<file path="src/hw/rtl/ivfd_pkg.sv">
package ivfd_pkg;

  localparam int unsigned CapWidth      = 27;
  localparam int unsigned FileHdrBytes  = 32;
  localparam int unsigned FrameHdrBytes = 12;
  localparam int unsigned CntWidth      = 5;

  localparam logic [CapWidth-1:0] CapReset = 27'h400_0000;

  localparam logic [CntWidth-1:0] FileHdrLast  = 5'(FileHdrBytes - 1);
  localparam logic [CntWidth-1:0] FrameHdrLast = 5'(FrameHdrBytes - 1);

  // file signature bytes
  localparam logic [7:0] SigByte0 = 8'h44;
  localparam logic [7:0] SigByte1 = 8'h4B;
  localparam logic [7:0] SigByte2 = 8'h49;
  localparam logic [7:0] SigByte3 = 8'h46;

  typedef enum logic [1:0] {
    PH_FILE    = 2'd0,
    PH_FRAME   = 2'd1,
    PH_PAYLOAD = 2'd2,
    PH_ERROR   = 2'd3
  } phase_t;

  typedef enum logic [1:0] {
    KIND_PAYLOAD  = 2'd0,
    KIND_BAD_SIG  = 2'd1,
    KIND_BAD_SIZE = 2'd2
  } kind_t;

  // one parser result toward the output register
  typedef struct packed {
    logic       valid;
    kind_t      kind;
    logic [7:0] payload_byte;
    logic       first_of_frame;
    logic       last_of_frame;
  } res_t;

  function automatic logic [7:0] sig_byte(input logic [1:0] idx);
    logic [7:0] b;
    case (idx)
      2'd0:    b = SigByte0;
      2'd1:    b = SigByte1;
      2'd2:    b = SigByte2;
      default: b = SigByte3;
    endcase
    return b;
  endfunction

endpackage

</file>
<file path="src/hw/rtl/ivfd_in_if.sv">
interface ivfd_in_if;
  logic       valid;
  logic       ready;
  logic [7:0] data_byte;

  modport source (output valid, output data_byte, input ready);
  modport sink (input valid, input data_byte, output ready);
endinterface

</file>
<file path="src/hw/rtl/ivfd_out_if.sv">
interface ivfd_out_if;
  logic              valid;
  logic              ready;
  ivfd_pkg::kind_t   kind;
  logic [7:0]        payload_byte;
  logic              first_of_frame;
  logic              last_of_frame;

  modport source (output valid, output kind, output payload_byte, output first_of_frame,
                  output last_of_frame, input ready);
  modport sink (input valid, input kind, input payload_byte, input first_of_frame,
                input last_of_frame, output ready);
endinterface

</file>
<file path="src/hw/rtl/ivfd_parser.sv">
module ivfd_parser (
  input  logic                          clk,
  input  logic                          rst_n,
  input  logic                          step_en,
  input  logic [7:0]                    data_byte,
  input  logic [ivfd_pkg::CapWidth-1:0] max_frame_bytes,
  output ivfd_pkg::res_t                res
);
  import ivfd_pkg::*;

  phase_t                phase_r, phase_nxt;
  logic [CntWidth-1:0]   cnt_r, cnt_nxt;
  logic [31:0]           size_r, size_nxt;
  logic [CapWidth-1:0]   remain_r, remain_nxt;
  logic                  sig_ok_r, sig_ok_nxt;

  // state registers
  always_ff @(posedge clk) begin
    if (!rst_n) begin
      phase_r  <= PH_FILE;
      cnt_r    <= '0;
      size_r   <= '0;
      remain_r <= '0;
      sig_ok_r <= 1'b1;
    end else if (step_en) begin
      phase_r  <= phase_nxt;
      cnt_r    <= cnt_nxt;
      size_r   <= size_nxt;
      remain_r <= remain_nxt;
      sig_ok_r <= sig_ok_nxt;
    end
  end

  // one byte step: next state and result
  always_comb begin
    phase_nxt  = phase_r;
    cnt_nxt    = cnt_r;
    size_nxt   = size_r;
    remain_nxt = remain_r;
    sig_ok_nxt = sig_ok_r;
    res        = '0;
    res.kind   = KIND_PAYLOAD;
    case (phase_r)
      PH_FILE: begin
        if (cnt_r[4:2] == 3'd0 && data_byte != sig_byte(cnt_r[1:0])) begin
          sig_ok_nxt = 1'b0;
        end
        if (cnt_r == FileHdrLast) begin
          cnt_nxt = '0;
          if (!sig_ok_nxt) begin
            phase_nxt = PH_ERROR;
            res.valid = 1'b1;
            res.kind  = KIND_BAD_SIG;
          end else begin
            phase_nxt = PH_FRAME;
            size_nxt  = '0;
          end
        end else begin
          cnt_nxt = cnt_r + CntWidth'(1);
        end
      end
      PH_FRAME: begin
        // little-endian size in the first four header bytes
        if (cnt_r[4:2] == 3'd0) begin
          case (cnt_r[1:0])
            2'd0:    size_nxt[7:0]   = size_r[7:0] | data_byte;
            2'd1:    size_nxt[15:8]  = size_r[15:8] | data_byte;
            2'd2:    size_nxt[23:16] = size_r[23:16] | data_byte;
            default: size_nxt[31:24] = size_r[31:24] | data_byte;
          endcase
        end
        if (cnt_r == FrameHdrLast) begin
          cnt_nxt = '0;
          if (size_r == 32'd0 || size_r > {5'd0, max_frame_bytes}) begin
            phase_nxt = PH_ERROR;
            res.valid = 1'b1;
            res.kind  = KIND_BAD_SIZE;
          end else begin
            remain_nxt = size_r[CapWidth-1:0];
            phase_nxt  = PH_PAYLOAD;
          end
        end else begin
          cnt_nxt = cnt_r + CntWidth'(1);
        end
      end
      PH_PAYLOAD: begin
        res.valid          = 1'b1;
        res.kind           = KIND_PAYLOAD;
        res.payload_byte   = data_byte;
        res.first_of_frame = (remain_r == size_r[CapWidth-1:0]);
        res.last_of_frame  = (remain_r <= 27'd1);
        if (res.last_of_frame) begin
          remain_nxt = '0;
          size_nxt   = '0;
          cnt_nxt    = '0;
          phase_nxt  = PH_FRAME;
        end else begin
          remain_nxt = remain_r - CapWidth'(1);
        end
      end
      default: begin
        // sticky error: bytes are swallowed
      end
    endcase
  end

  // checks
  a_err_silent: assert property (@(posedge clk) disable iff (!rst_n)
    phase_r == PH_ERROR |-> !res.valid)
    else $error("result produced in error phase");

  a_err_sticky: assert property (@(posedge clk) disable iff (!rst_n)
    step_en && res.valid && res.kind != KIND_PAYLOAD |=> phase_r == PH_ERROR)
    else $error("error result without entering error phase");

  a_payload_phase: assert property (@(posedge clk) disable iff (!rst_n)
    res.valid && res.kind == KIND_PAYLOAD |-> phase_r == PH_PAYLOAD)
    else $error("payload result outside payload phase");

  a_remain_nonzero: assert property (@(posedge clk) disable iff (!rst_n)
    phase_r == PH_PAYLOAD |-> remain_r != '0)
    else $error("payload phase with nothing remaining");

endmodule

</file>
<file path="src/hw/rtl/ivf_stream_deframer_top.sv">
// ivf stream deframer
// in_ch carries the raw IVF stream, one byte per item. the 32-byte file
// header is checked for the DKIF signature, each 12-byte frame header gives
// a little-endian payload size, and out_ch carries one item per payload byte
// with first_of_frame / last_of_frame marks. a bad signature (reported on
// the last file header byte) or a frame size of zero or above the cap
// (reported on the last frame header byte) gives one error item, after
// which every further byte is swallowed until reset.
// cfg_we / cfg_data write the frame size cap; write it only while idle.
// path: an accepted byte is held in the input register, stepped through the
// parser, and its item is registered in the result register, which out_ch
// offers. throughput: one byte per cycle while out_ch is not stalled;
// header bytes produce no output item but still take a parser step each.
// reset (synchronous, rst_n low) returns to the file header, sets the cap
// to 64 MiB and empties both registers. while out_ch is stalled the result
// register holds; one more byte may sit in the input register, then
// in_ch.ready drops until out_ch drains.
module ivf_stream_deframer_top (
  input  logic                          clk,
  input  logic                          rst_n,
  ivfd_in_if.sink                       in_ch,
  ivfd_out_if.source                    out_ch,
  input  logic                          cfg_we,
  input  logic [ivfd_pkg::CapWidth-1:0] cfg_data
);
  import ivfd_pkg::*;

  logic [CapWidth-1:0] cap_r;
  logic                s1_valid_r;
  logic [7:0]          s1_byte_r;
  logic                out_valid_r;
  res_t                out_r;
  res_t                res;
  logic                s1_adv;
  logic                step_en;

  // frame size cap register
  always_ff @(posedge clk) begin
    if (!rst_n) begin
      cap_r <= CapReset;
    end else if (cfg_we) begin
      cap_r <= cfg_data;
    end
  end

  // handshake
  assign s1_adv      = !out_valid_r || out_ch.ready;
  assign step_en     = s1_valid_r && s1_adv;
  assign in_ch.ready = !s1_valid_r || s1_adv;

  // input register
  always_ff @(posedge clk) begin
    if (!rst_n) begin
      s1_valid_r <= 1'b0;
    end else if (in_ch.ready) begin
      s1_valid_r <= in_ch.valid;
    end
  end

  always_ff @(posedge clk) begin
    if (in_ch.ready && in_ch.valid) begin
      s1_byte_r <= in_ch.data_byte;
    end
  end

  ivfd_parser u_parser (
    .clk             (clk),
    .rst_n           (rst_n),
    .step_en         (step_en),
    .data_byte       (s1_byte_r),
    .max_frame_bytes (cap_r),
    .res             (res)
  );

  // result register
  always_ff @(posedge clk) begin
    if (!rst_n) begin
      out_valid_r <= 1'b0;
    end else if (s1_adv) begin
      out_valid_r <= step_en && res.valid;
    end
  end

  always_ff @(posedge clk) begin
    if (step_en && res.valid) begin
      out_r <= res;
    end
  end

  assign out_ch.valid          = out_valid_r;
  assign out_ch.kind           = out_r.kind;
  assign out_ch.payload_byte   = out_r.payload_byte;
  assign out_ch.first_of_frame = out_r.first_of_frame;
  assign out_ch.last_of_frame  = out_r.last_of_frame;

  // checks
  a_s1_held: assert property (@(posedge clk) disable iff (!rst_n)
    s1_valid_r && !s1_adv |=> s1_valid_r && $stable(s1_byte_r))
    else $error("input register dropped a stalled item");

  a_ready_when_empty: assert property (@(posedge clk) disable iff (!rst_n)
    !out_valid_r |-> in_ch.ready)
    else $error("input stalled with empty result register");

  a_out_held: assert property (@(posedge clk) disable iff (!rst_n)
    out_valid_r && !out_ch.ready |=> out_valid_r)
    else $error("result register dropped a stalled item");

endmodule

</file>
<file path="src/flat_wrapper.sv">
// flat-port wrapper written by rule: the top's interface ports become plain ports
module ivf_stream_deframer_top_flat import ivfd_pkg::*;
  (clk, rst_n, cfg_we, cfg_data, in_ch_valid, in_ch_data_byte, in_ch_ready, out_ch_valid, out_ch_kind, out_ch_payload_byte, out_ch_first_of_frame, out_ch_last_of_frame, out_ch_ready);
  ivfd_in_if in_ch_i ();
  ivfd_out_if out_ch_i ();
  input  logic clk;
  input  logic rst_n;
  input  logic cfg_we;
  input  logic [ivfd_pkg::CapWidth-1:0] cfg_data;
  input wire logic [$bits(in_ch_i.valid)-1:0] in_ch_valid;
  input wire logic [$bits(in_ch_i.data_byte)-1:0] in_ch_data_byte;
  output wire logic [$bits(in_ch_i.ready)-1:0] in_ch_ready;
  output wire logic [$bits(out_ch_i.valid)-1:0] out_ch_valid;
  output wire logic [$bits(out_ch_i.kind)-1:0] out_ch_kind;
  output wire logic [$bits(out_ch_i.payload_byte)-1:0] out_ch_payload_byte;
  output wire logic [$bits(out_ch_i.first_of_frame)-1:0] out_ch_first_of_frame;
  output wire logic [$bits(out_ch_i.last_of_frame)-1:0] out_ch_last_of_frame;
  input wire logic [$bits(out_ch_i.ready)-1:0] out_ch_ready;
  assign in_ch_i.valid = in_ch_valid;
  assign in_ch_i.data_byte = in_ch_data_byte;
  assign in_ch_ready = in_ch_i.ready;
  assign out_ch_valid = out_ch_i.valid;
  assign out_ch_kind = out_ch_i.kind;
  assign out_ch_payload_byte = out_ch_i.payload_byte;
  assign out_ch_first_of_frame = out_ch_i.first_of_frame;
  assign out_ch_last_of_frame = out_ch_i.last_of_frame;
  assign out_ch_i.ready = out_ch_ready;
  ivf_stream_deframer_top u_core (.clk(clk), .rst_n(rst_n), .in_ch(in_ch_i), .out_ch(out_ch_i), .cfg_we(cfg_we), .cfg_data(cfg_data));
endmodule
</file>
<file path="config.mk">
export PLATFORM = sky130hd
export DESIGN_NAME = ivf_stream_deframer_top_flat
export DESIGN_NICKNAME = d
export VERILOG_FILES = /design/src/hw/rtl/ivfd_pkg.sv /design/src/hw/rtl/ivfd_in_if.sv /design/src/hw/rtl/ivfd_out_if.sv /design/src/hw/rtl/ivfd_parser.sv /design/src/hw/rtl/ivf_stream_deframer_top.sv /design/src/flat_wrapper.sv
export SDC_FILE = /design/constraint.sdc
export NUM_CORES = 1
export LEC_CHECK = 0
export BUFFER_PORTS_ARGS = -buffer_cell sky130_fd_sc_hd__buf_4
export CAP_MARGIN = 20
export CORE_UTILIZATION = 25
export CTS_CLUSTER_DIAMETER = 80
export DETAILED_ROUTE_END_ITERATION = 12
export GPL_TIMING_DRIVEN = 0
export HOLD_SLACK_MARGIN = 0.12
export PLACE_DENSITY = 0.41
export SLEW_MARGIN = 20
export SYNTH_ARGS = -nofsm -noshare
export SYNTH_HDL_FRONTEND = slang
export SYNTH_HIERARCHICAL = 1
export SYNTH_SLANG_ARGS = --single-unit
</file>
<file path="constraint.sdc">
create_clock -name clk -period 7.2 [get_ports clk]
set_input_delay 0.72 -clock clk [delete_from_list [all_inputs] [get_ports clk]]
set_output_delay 0.72 -clock clk [all_outputs]
set_load 0.1 [all_outputs]
</file>
==> flow_metrics.env, run 1 <==
export IMPL_drc=0
export IMPL_fin_hold_ws_ns=0.470
export IMPL_dp_hpwl_um=15800
export IMPL_io_pins=54
export IMPL_cp_start_kind="register"
export IMPL_hold_buffers=0
export IMPL_routed_via_density=4.93
export IMPL_wire_per_inst_um=18.9
export IMPL_p_clk_frac=0.552
export IMPL_fin_setup_tns_ns=0
export IMPL_yosys_register_bits=116
export IMPL_p_leak_nw=3.14
export IMPL_insertedDiodeCount=0
export IMPL_status="finished, final reports clean"
export IMPL_clock_latency_ns=0.42
export IMPL_fin_crit_ns=3.91
export IMPL_sw_frac_of_total=0.230
export IMPL_synth_area_sq_um=6370
export IMPL_cts_buffers=17
export IMPL_yosys_cell_types_count=61
export IMPL_io_buffers=51
export IMPL_dieArea_sq_um=26100
export IMPL_drv_slew=0
export IMPL_antenna_found_initial=0
export IMPL_vias=5568
export IMPL_p_seq_frac=0.400
export IMPL_hold_viol=0
export IMPL_area_growth_pct=22.8
export IMPL_p_comb_frac=0.048
export IMPL_slowest_delay_ns=0.59
export IMPL_synth_common_cells="96 x dfxtp_1, 63 x nor2_1, 49 x nand2_1, 45 x inv_1"
export IMPL_clock_sinks=116
export IMPL_fin_nets=864
export IMPL_initial_core_util=0.254
export IMPL_ant_nets=0
export IMPL_cts_resized=0
export IMPL_gp_congestion=0.880
export IMPL_critical_path_peak_fanout=12
export IMPL_fmax_mhz=256
export IMPL_grt_overflow_total=0
export IMPL_syn_inst=715
export IMPL_die_h_um=162
export IMPL_multi_input_area_sq_um=3430
export IMPL_arrival_ns=3.96
export IMPL_slew_headroom=0.441
export IMPL_grt_use_total=0.172
export IMPL_synthFlopType="dfxtp_1"
export IMPL_cts_max_level=4
export IMPL_critPathKind="register to register"
export IMPL_fillers=2743
export IMPL_synth_most_common_cell="dfxtp_1"
export IMPL_seq_area_sq_um=2520
export IMPL_yosysWarnings=6
export IMPL_path_delay_family="simple AND/OR/NAND/NOR gates"
export IMPL_drt_total_wl_um=21400
export IMPL_synth_nets=793
export IMPL_yosysSeqAreaShare=0.396
export IMPL_synth_top_area_frac=0.302
export IMPL_async_flop_share=0
export IMPL_firstDrtPassIters=5
export IMPL_fin_skew_ns=0.00750
export IMPL_drt_iter0_markers=414
export IMPL_slowest_stage="nor2_2"
export IMPL_grt_pass1_vias=5507
export IMPL_fin_crit_sh=0.543
export IMPL_clockBufferDepth=2
export IMPL_p_sw_w=0.000393
export IMPL_worstPathCellList="ha_1 > nand4_1 > nor4_1 > a21boi_0 > o41ai_1 > a31oi_1 > nand2_1 > a31oi_1 > nand2_1 > nor2_2"
export IMPL_power_density_nw_per_um2=218
export IMPL_rsz0062_at_grt="false"
export IMPL_vdd_ir_drop_max_uv=124
export IMPL_path_clk_slew_ns=0.06
export IMPL_rows=58
export IMPL_grt_max_degree=17
export IMPL_setup_viol=0
export IMPL_cts_tree="done"
export IMPL_cp_required_ns=7.25
export IMPL_syn_avg_cell_area_sq_um=8.91
export IMPL_min_path_type="primary input to register"
export IMPL_synth_edf_count=20
export IMPL_grt_pass1_wl_um=33300
export IMPL_cts_setup_buffers=0
export IMPL_worst_path_buf_inv=0
export IMPL_tightest_slew_ns=0.831
export IMPL_fp_dieW_um=162
export IMPL_core_sq_um=25100
export IMPL_max_cap_violations=0
export IMPL_drive_gt1_frac=0.139
export IMPL_synth_area_top_cells="dfxtp_1 30%, edfxtp_1 9.4%, ha_1 7.5%"
export IMPL_p_int_w=0.00132
export IMPL_endpoint_kind="register"
export IMPL_clock_root_buffer="clkbuf_16"
export IMPL_synth_top_area_cell="dfxtp_1"
==> final timing paths <==
kind / startpoint / to / slack (ns) / cells past startpoint
max: u_core/u_parser/size_r[15]$_SDFFE_PN0P_ / u_core/out_ch.last_of_frame$_DFFE_PP_ / 3.29 / 10
min: in_ch_data_byte[5] / u_core/s1_byte_r[5]$_DFFE_PP_ / 0.47 / 1
max reg2reg: u_core/u_parser/size_r[15]$_SDFFE_PN0P_ / u_core/out_ch.last_of_frame$_DFFE_PP_ / 3.29 / 10
min reg2reg: u_core/u_parser/sig_ok_r$_SDFFE_PN1P_ / u_core/u_parser/sig_ok_r$_SDFFE_PN1P_ / 0.47 / 2
==> cell type report <==
cell class,instances,share of cell area
multi-input cells,512,0.438
plain buffers,41,0.0315
clock inverters,14,0.0256
repair buffers,52,0.0496
clock buffers,18,0.0576
flip-flops and latches,116,0.323
well taps,330,0.0528
inverters,46,0.0221
==> cell usage in the layout, fill, tap and decap left out, types with 7 or more instances in the layout <==
cell       netlist  layout
xnor2_1         13      13
a31oi_1         30      30
o31ai_1          8       8
o21ai_0         16      16
edfxtp_1        20      20
nor2_1          63      62
nand4_1          8       8
a21oi_1         38      38
a22oi_1          7       7
and2_1          10      10
o211ai_1        10      10
ha_1            38      38
nand2_1         49      49
nand2b_1        10      10
clkbuf_16        0      18
dfxtp_1         96      96
buf_4            8      59
clkbuf_1        25      25
nor2b_1         32      32
nor3_1          17      17
xor2_1          17      17
mux2i_1         28      28
nor4_1          19      19
or3_1            8       8
inv_1           45      45
nand3_1         14      14
==> power groups by stage <==
stage	Clock (W)	Combinational (W)	Sequential, W
6_report	0.000942	0.0000819	0.000684
5_1_grt	0.000991	0.0000928	0.000685
4_1_cts	0.000966	0.0000835	0.000684
3_5_place_dp	0	0.0000834	0.000698
3_3_place_gp	0	0.0000828	0.000698
2_1_floorplan	0	0.0000514	0.000693
==> state kept, by name, summed over array words and instances, names as in the netlist <==
signal	flops
u_core/u_parser/size_r	32
u_core/s1_valid_r	1
u_core/out_ch.kind	2
u_core/u_parser/cnt_r	5
u_core/out_ch.valid	1
u_core/cap_r	27
u_core/u_parser/phase_r	2
u_core/out_ch.payload_byte	8
u_core/out_ch.last_of_frame	1
u_core/u_parser/remain_r	27
u_core/s1_byte_r	8
u_core/out_ch.first_of_frame	1
u_core/u_parser/sig_ok_r	1
==> per-stage QoR <==
stage               std cells  power [W]  utilization  cell area, sq um  setup WS, ns
floorplan                 715   0.000744            -              6370          4.40
global placement         1096   0.000781        0.285              7160          2.85
detailed placement       1097   0.000782        0.286              7170          3.25
CTS                      1129    0.00173        0.311              7820          3.22
global route             1129    0.00177        0.311              7820          2.99
finish                   1129    0.00171        0.311              7820          3.29
==> logic make-up after synthesis <==
group,after synthesis,share of synthesized area
adders and majority gates,38,0.0747
AOI/OAI and AO/OA,160,0.167
muxes,29,0.0458
buffers and inverters,87,0.0658
and+or+nand+nor,255,0.209
DFF,116,0.396
xor gates and xnor gates,30,0.0413
==> layer usage <==
metal | vias up | part of all wire | track usage
met3 | 29 | 0.044 | 0.0370
met5 | - | 0 | 0
met1 | 2665 | 0.48 | 0.230
met2 | 146 | 0.45 | 0.264
met4 | 0 | 0.026 | 0.0729
li1 | 2728 | - | -
Note: power is estimated with default switching activity, not from simulation.
==> inputs of run 2 (changes only) <==
==> constraint.sdc (replaced) <==
create_clock -name clk -period 4.09 [get_ports clk]
set_input_delay 0.409 -clock clk [delete_from_list [all_inputs] [get_ports clk]]
set_output_delay 0.409 -clock clk [all_outputs]
set_load 0.1 [all_outputs]
==> run 2 against run 1 <==
Sequential cell count stayed put; register-to-register slack worse by 2.9 ns; clock power is 76% higher; worst hold slack worse by 0.31 ns; critical path type unchanged; highest routed layer unchanged.
==> flow_metrics.env, run 2 (synthesized netlist as in run 1, its figures left out) <==
export IMPL_fmax_mhz=270
export IMPL_cts_setup_buffers=0
export IMPL_p_seq_frac=0.400
export IMPL_path_clk_slew_ns=0.06
export IMPL_cts_tree="done"
export IMPL_fin_nets=864
export IMPL_largest_reg_flops=32
export IMPL_fp_dieW_um=162
export IMPL_slew_headroom=0.441
export IMPL_cts_max_level=4
export IMPL_fin_crit_sh=0.906
export IMPL_drv_slew=0
export IMPL_cp_start_kind="register"
export IMPL_firstDrtPassIters=5
export IMPL_insertedDiodeCount=0
export IMPL_cts_buffers=17
export IMPL_die_h_um=162
export IMPL_p_clk_frac=0.552
export IMPL_power_density_nw_per_um2=384
export IMPL_grt_max_degree=17
export IMPL_area_growth_pct=22.9
export IMPL_dieArea_sq_um=26100
export IMPL_cp_required_ns=4.17
export IMPL_io_pins=54
export IMPL_clock_sinks=116
export IMPL_grt_overflow_total=0
export IMPL_max_cap_violations=0
export IMPL_grt_use_total=0.172
export IMPL_hold_buffers=0
export IMPL_sw_frac_of_total=0.230
export IMPL_dp_hpwl_um=15800
export IMPL_vias=5573
export IMPL_grt_pass1_vias=5507
export IMPL_instances_no_fill=1129
export IMPL_final_common_cell="dfxtp_1"
export IMPL_fin_skew_ns=0.00750
export IMPL_p_leak_nw=3.14
export IMPL_rsz0062_at_grt="false"
export IMPL_wire_per_inst_um=18.9
export IMPL_dp_cells=1097
export IMPL_p_comb_frac=0.048
export IMPL_p_sw_w=0.000692
export IMPL_critPathKind="register to register"
export IMPL_critical_path_peak_fanout=12
export IMPL_fin_crit_ns=3.71
export IMPL_min_path_type="primary input to register"
export IMPL_arrival_ns=3.78
export IMPL_tightest_slew_ns=0.831
export IMPL_fin_hold_ws_ns=0.159
export IMPL_fillers=2741
export IMPL_drt_iter0_markers=415
export IMPL_layout_common_cells="96 x dfxtp_1, 62 x nor2_1, 59 x buf_4, 49 x nand2_1, 45 x inv_1"
export IMPL_gp_congestion=0.880
export IMPL_top_regs="u_core/u_parser/size_r x32, u_core/cap_r x27, u_core/u_parser/remain_r x27"
export IMPL_status="finished, final reports clean"
export IMPL_drc=0
export IMPL_clock_root_buffer="clkbuf_16"
export IMPL_hold_viol=0
export IMPL_antenna_found_initial=0
export IMPL_clockBufferDepth=2
export IMPL_drive_gt1_frac=0.139
export IMPL_initial_core_util=0.254
export IMPL_routed_via_density=4.94
export IMPL_drt_total_wl_um=21400
export IMPL_core_sq_um=25100
export IMPL_clock_latency_ns=0.42
export IMPL_rows=58
export IMPL_grt_pass1_wl_um=33300
export IMPL_endpoint_kind="register"
export IMPL_ant_nets=0
export IMPL_regMostFlops="u_core/u_parser/size_r"
export IMPL_vdd_ir_drop_max_uv=219
export IMPL_io_buffers=51
export IMPL_p_int_w=0.00232
export IMPL_setup_viol=0
-- run 2: cell type report --
| cell class | instances | area, sq um | area share |
|---|---|---|---|
| Tap cell | 330 | 413 | 0.0528 |
| Buffer | 41 | 246 | 0.0315 |
| Sequential cell | 116 | 2520 | 0.322 |
| Timing Repair Buffer | 52 | 388 | 0.0496 |
| Clock buffer | 18 | 450 | 0.0576 |
| Multi-Input combinational cell | 512 | 3430 | 0.439 |
| Clock inverter | 14 | 200 | 0.0256 |
| Inverter | 46 | 173 | 0.0221 |
-- run 2: per-stage QoR --
| step | setup TNS [ns] | area [sq um] | utilization | power (W) | setup WS, ns |
|---|---|---|---|---|---|
| 2_1_floorplan | 0 | 6370 | - | 0.00131 | 1.29 |
| 3_3_place_gp | -3.14 | 7160 | 0.285 | 0.00137 | -0.263 |
| 3_5_place_dp | 0 | 7170 | 0.286 | 0.00138 | 0.141 |
| 4_1_cts | 0 | 7820 | 0.311 | 0.00305 | 0.113 |
| 5_1_grt | 0 | 7830 | 0.312 | 0.00311 | 0.120 |
| 6_report | 0 | 7830 | 0.312 | 0.00301 | 0.384 |
-- run 2: repair_timing --
item	4_1_cts	5_1_grt
setup endpoints to repair	0	12
gates resized for setup	0	1
hold endpoints to repair	0	0
-- run 2: worst paths after layout --
kind	from	end	slack [ns]	cells past startpoint
worst max-delay path	u_core/u_parser/size_r[15]$_SDFFE_PN0P_	u_core/out_ch.last_of_frame$_DFFE_PP_	0.38	10
worst min-delay path	in_ch_data_byte[5]	u_core/s1_byte_r[5]$_DFFE_PP_	0.16	1
worst max register to register	u_core/u_parser/size_r[15]$_SDFFE_PN0P_	u_core/out_ch.last_of_frame$_DFFE_PP_	0.38	10
worst min register to register	u_core/u_parser/sig_ok_r$_SDFFE_PN1P_	u_core/u_parser/sig_ok_r$_SDFFE_PN1P_	0.47	2
-- run 2: critical path, cell delays in order, from the launching register on --
cell and delay (ns):
dfxtp_1 0.41, ha_1 0.36, nand4_1 0.15, nor4_1 0.41
a21boi_0 0.24, o41ai_1 0.18, a31oi_1 0.46, nand2_1 0.14
a31oi_1 0.42, nand2_1 0.18, nor2_4 0.38
-- run 2: metal layers --
layer,track usage,wire length [um],share of wire,up-vias
met5,0,0,0,-
met4,0.0729,565,0.026,0
met3,0.0370,955,0.045,31
met2,0.264,9510,0.45,149
met1,0.230,10300,0.48,2665
li1,-,-,-,2728
-- run 2: power groups by stage --
stage | Combinational [W] | Clock (W) | Sequential, W
after floorplan | 0.0000904 | 0 | 0.00122
after global placement | 0.000146 | 0 | 0.00123
after detailed placement | 0.000147 | 0 | 0.00123
after CTS | 0.000147 | 0.00170 | 0.00120
after global routing | 0.000163 | 0.00174 | 0.00121
final | 0.000144 | 0.00166 | 0.00120
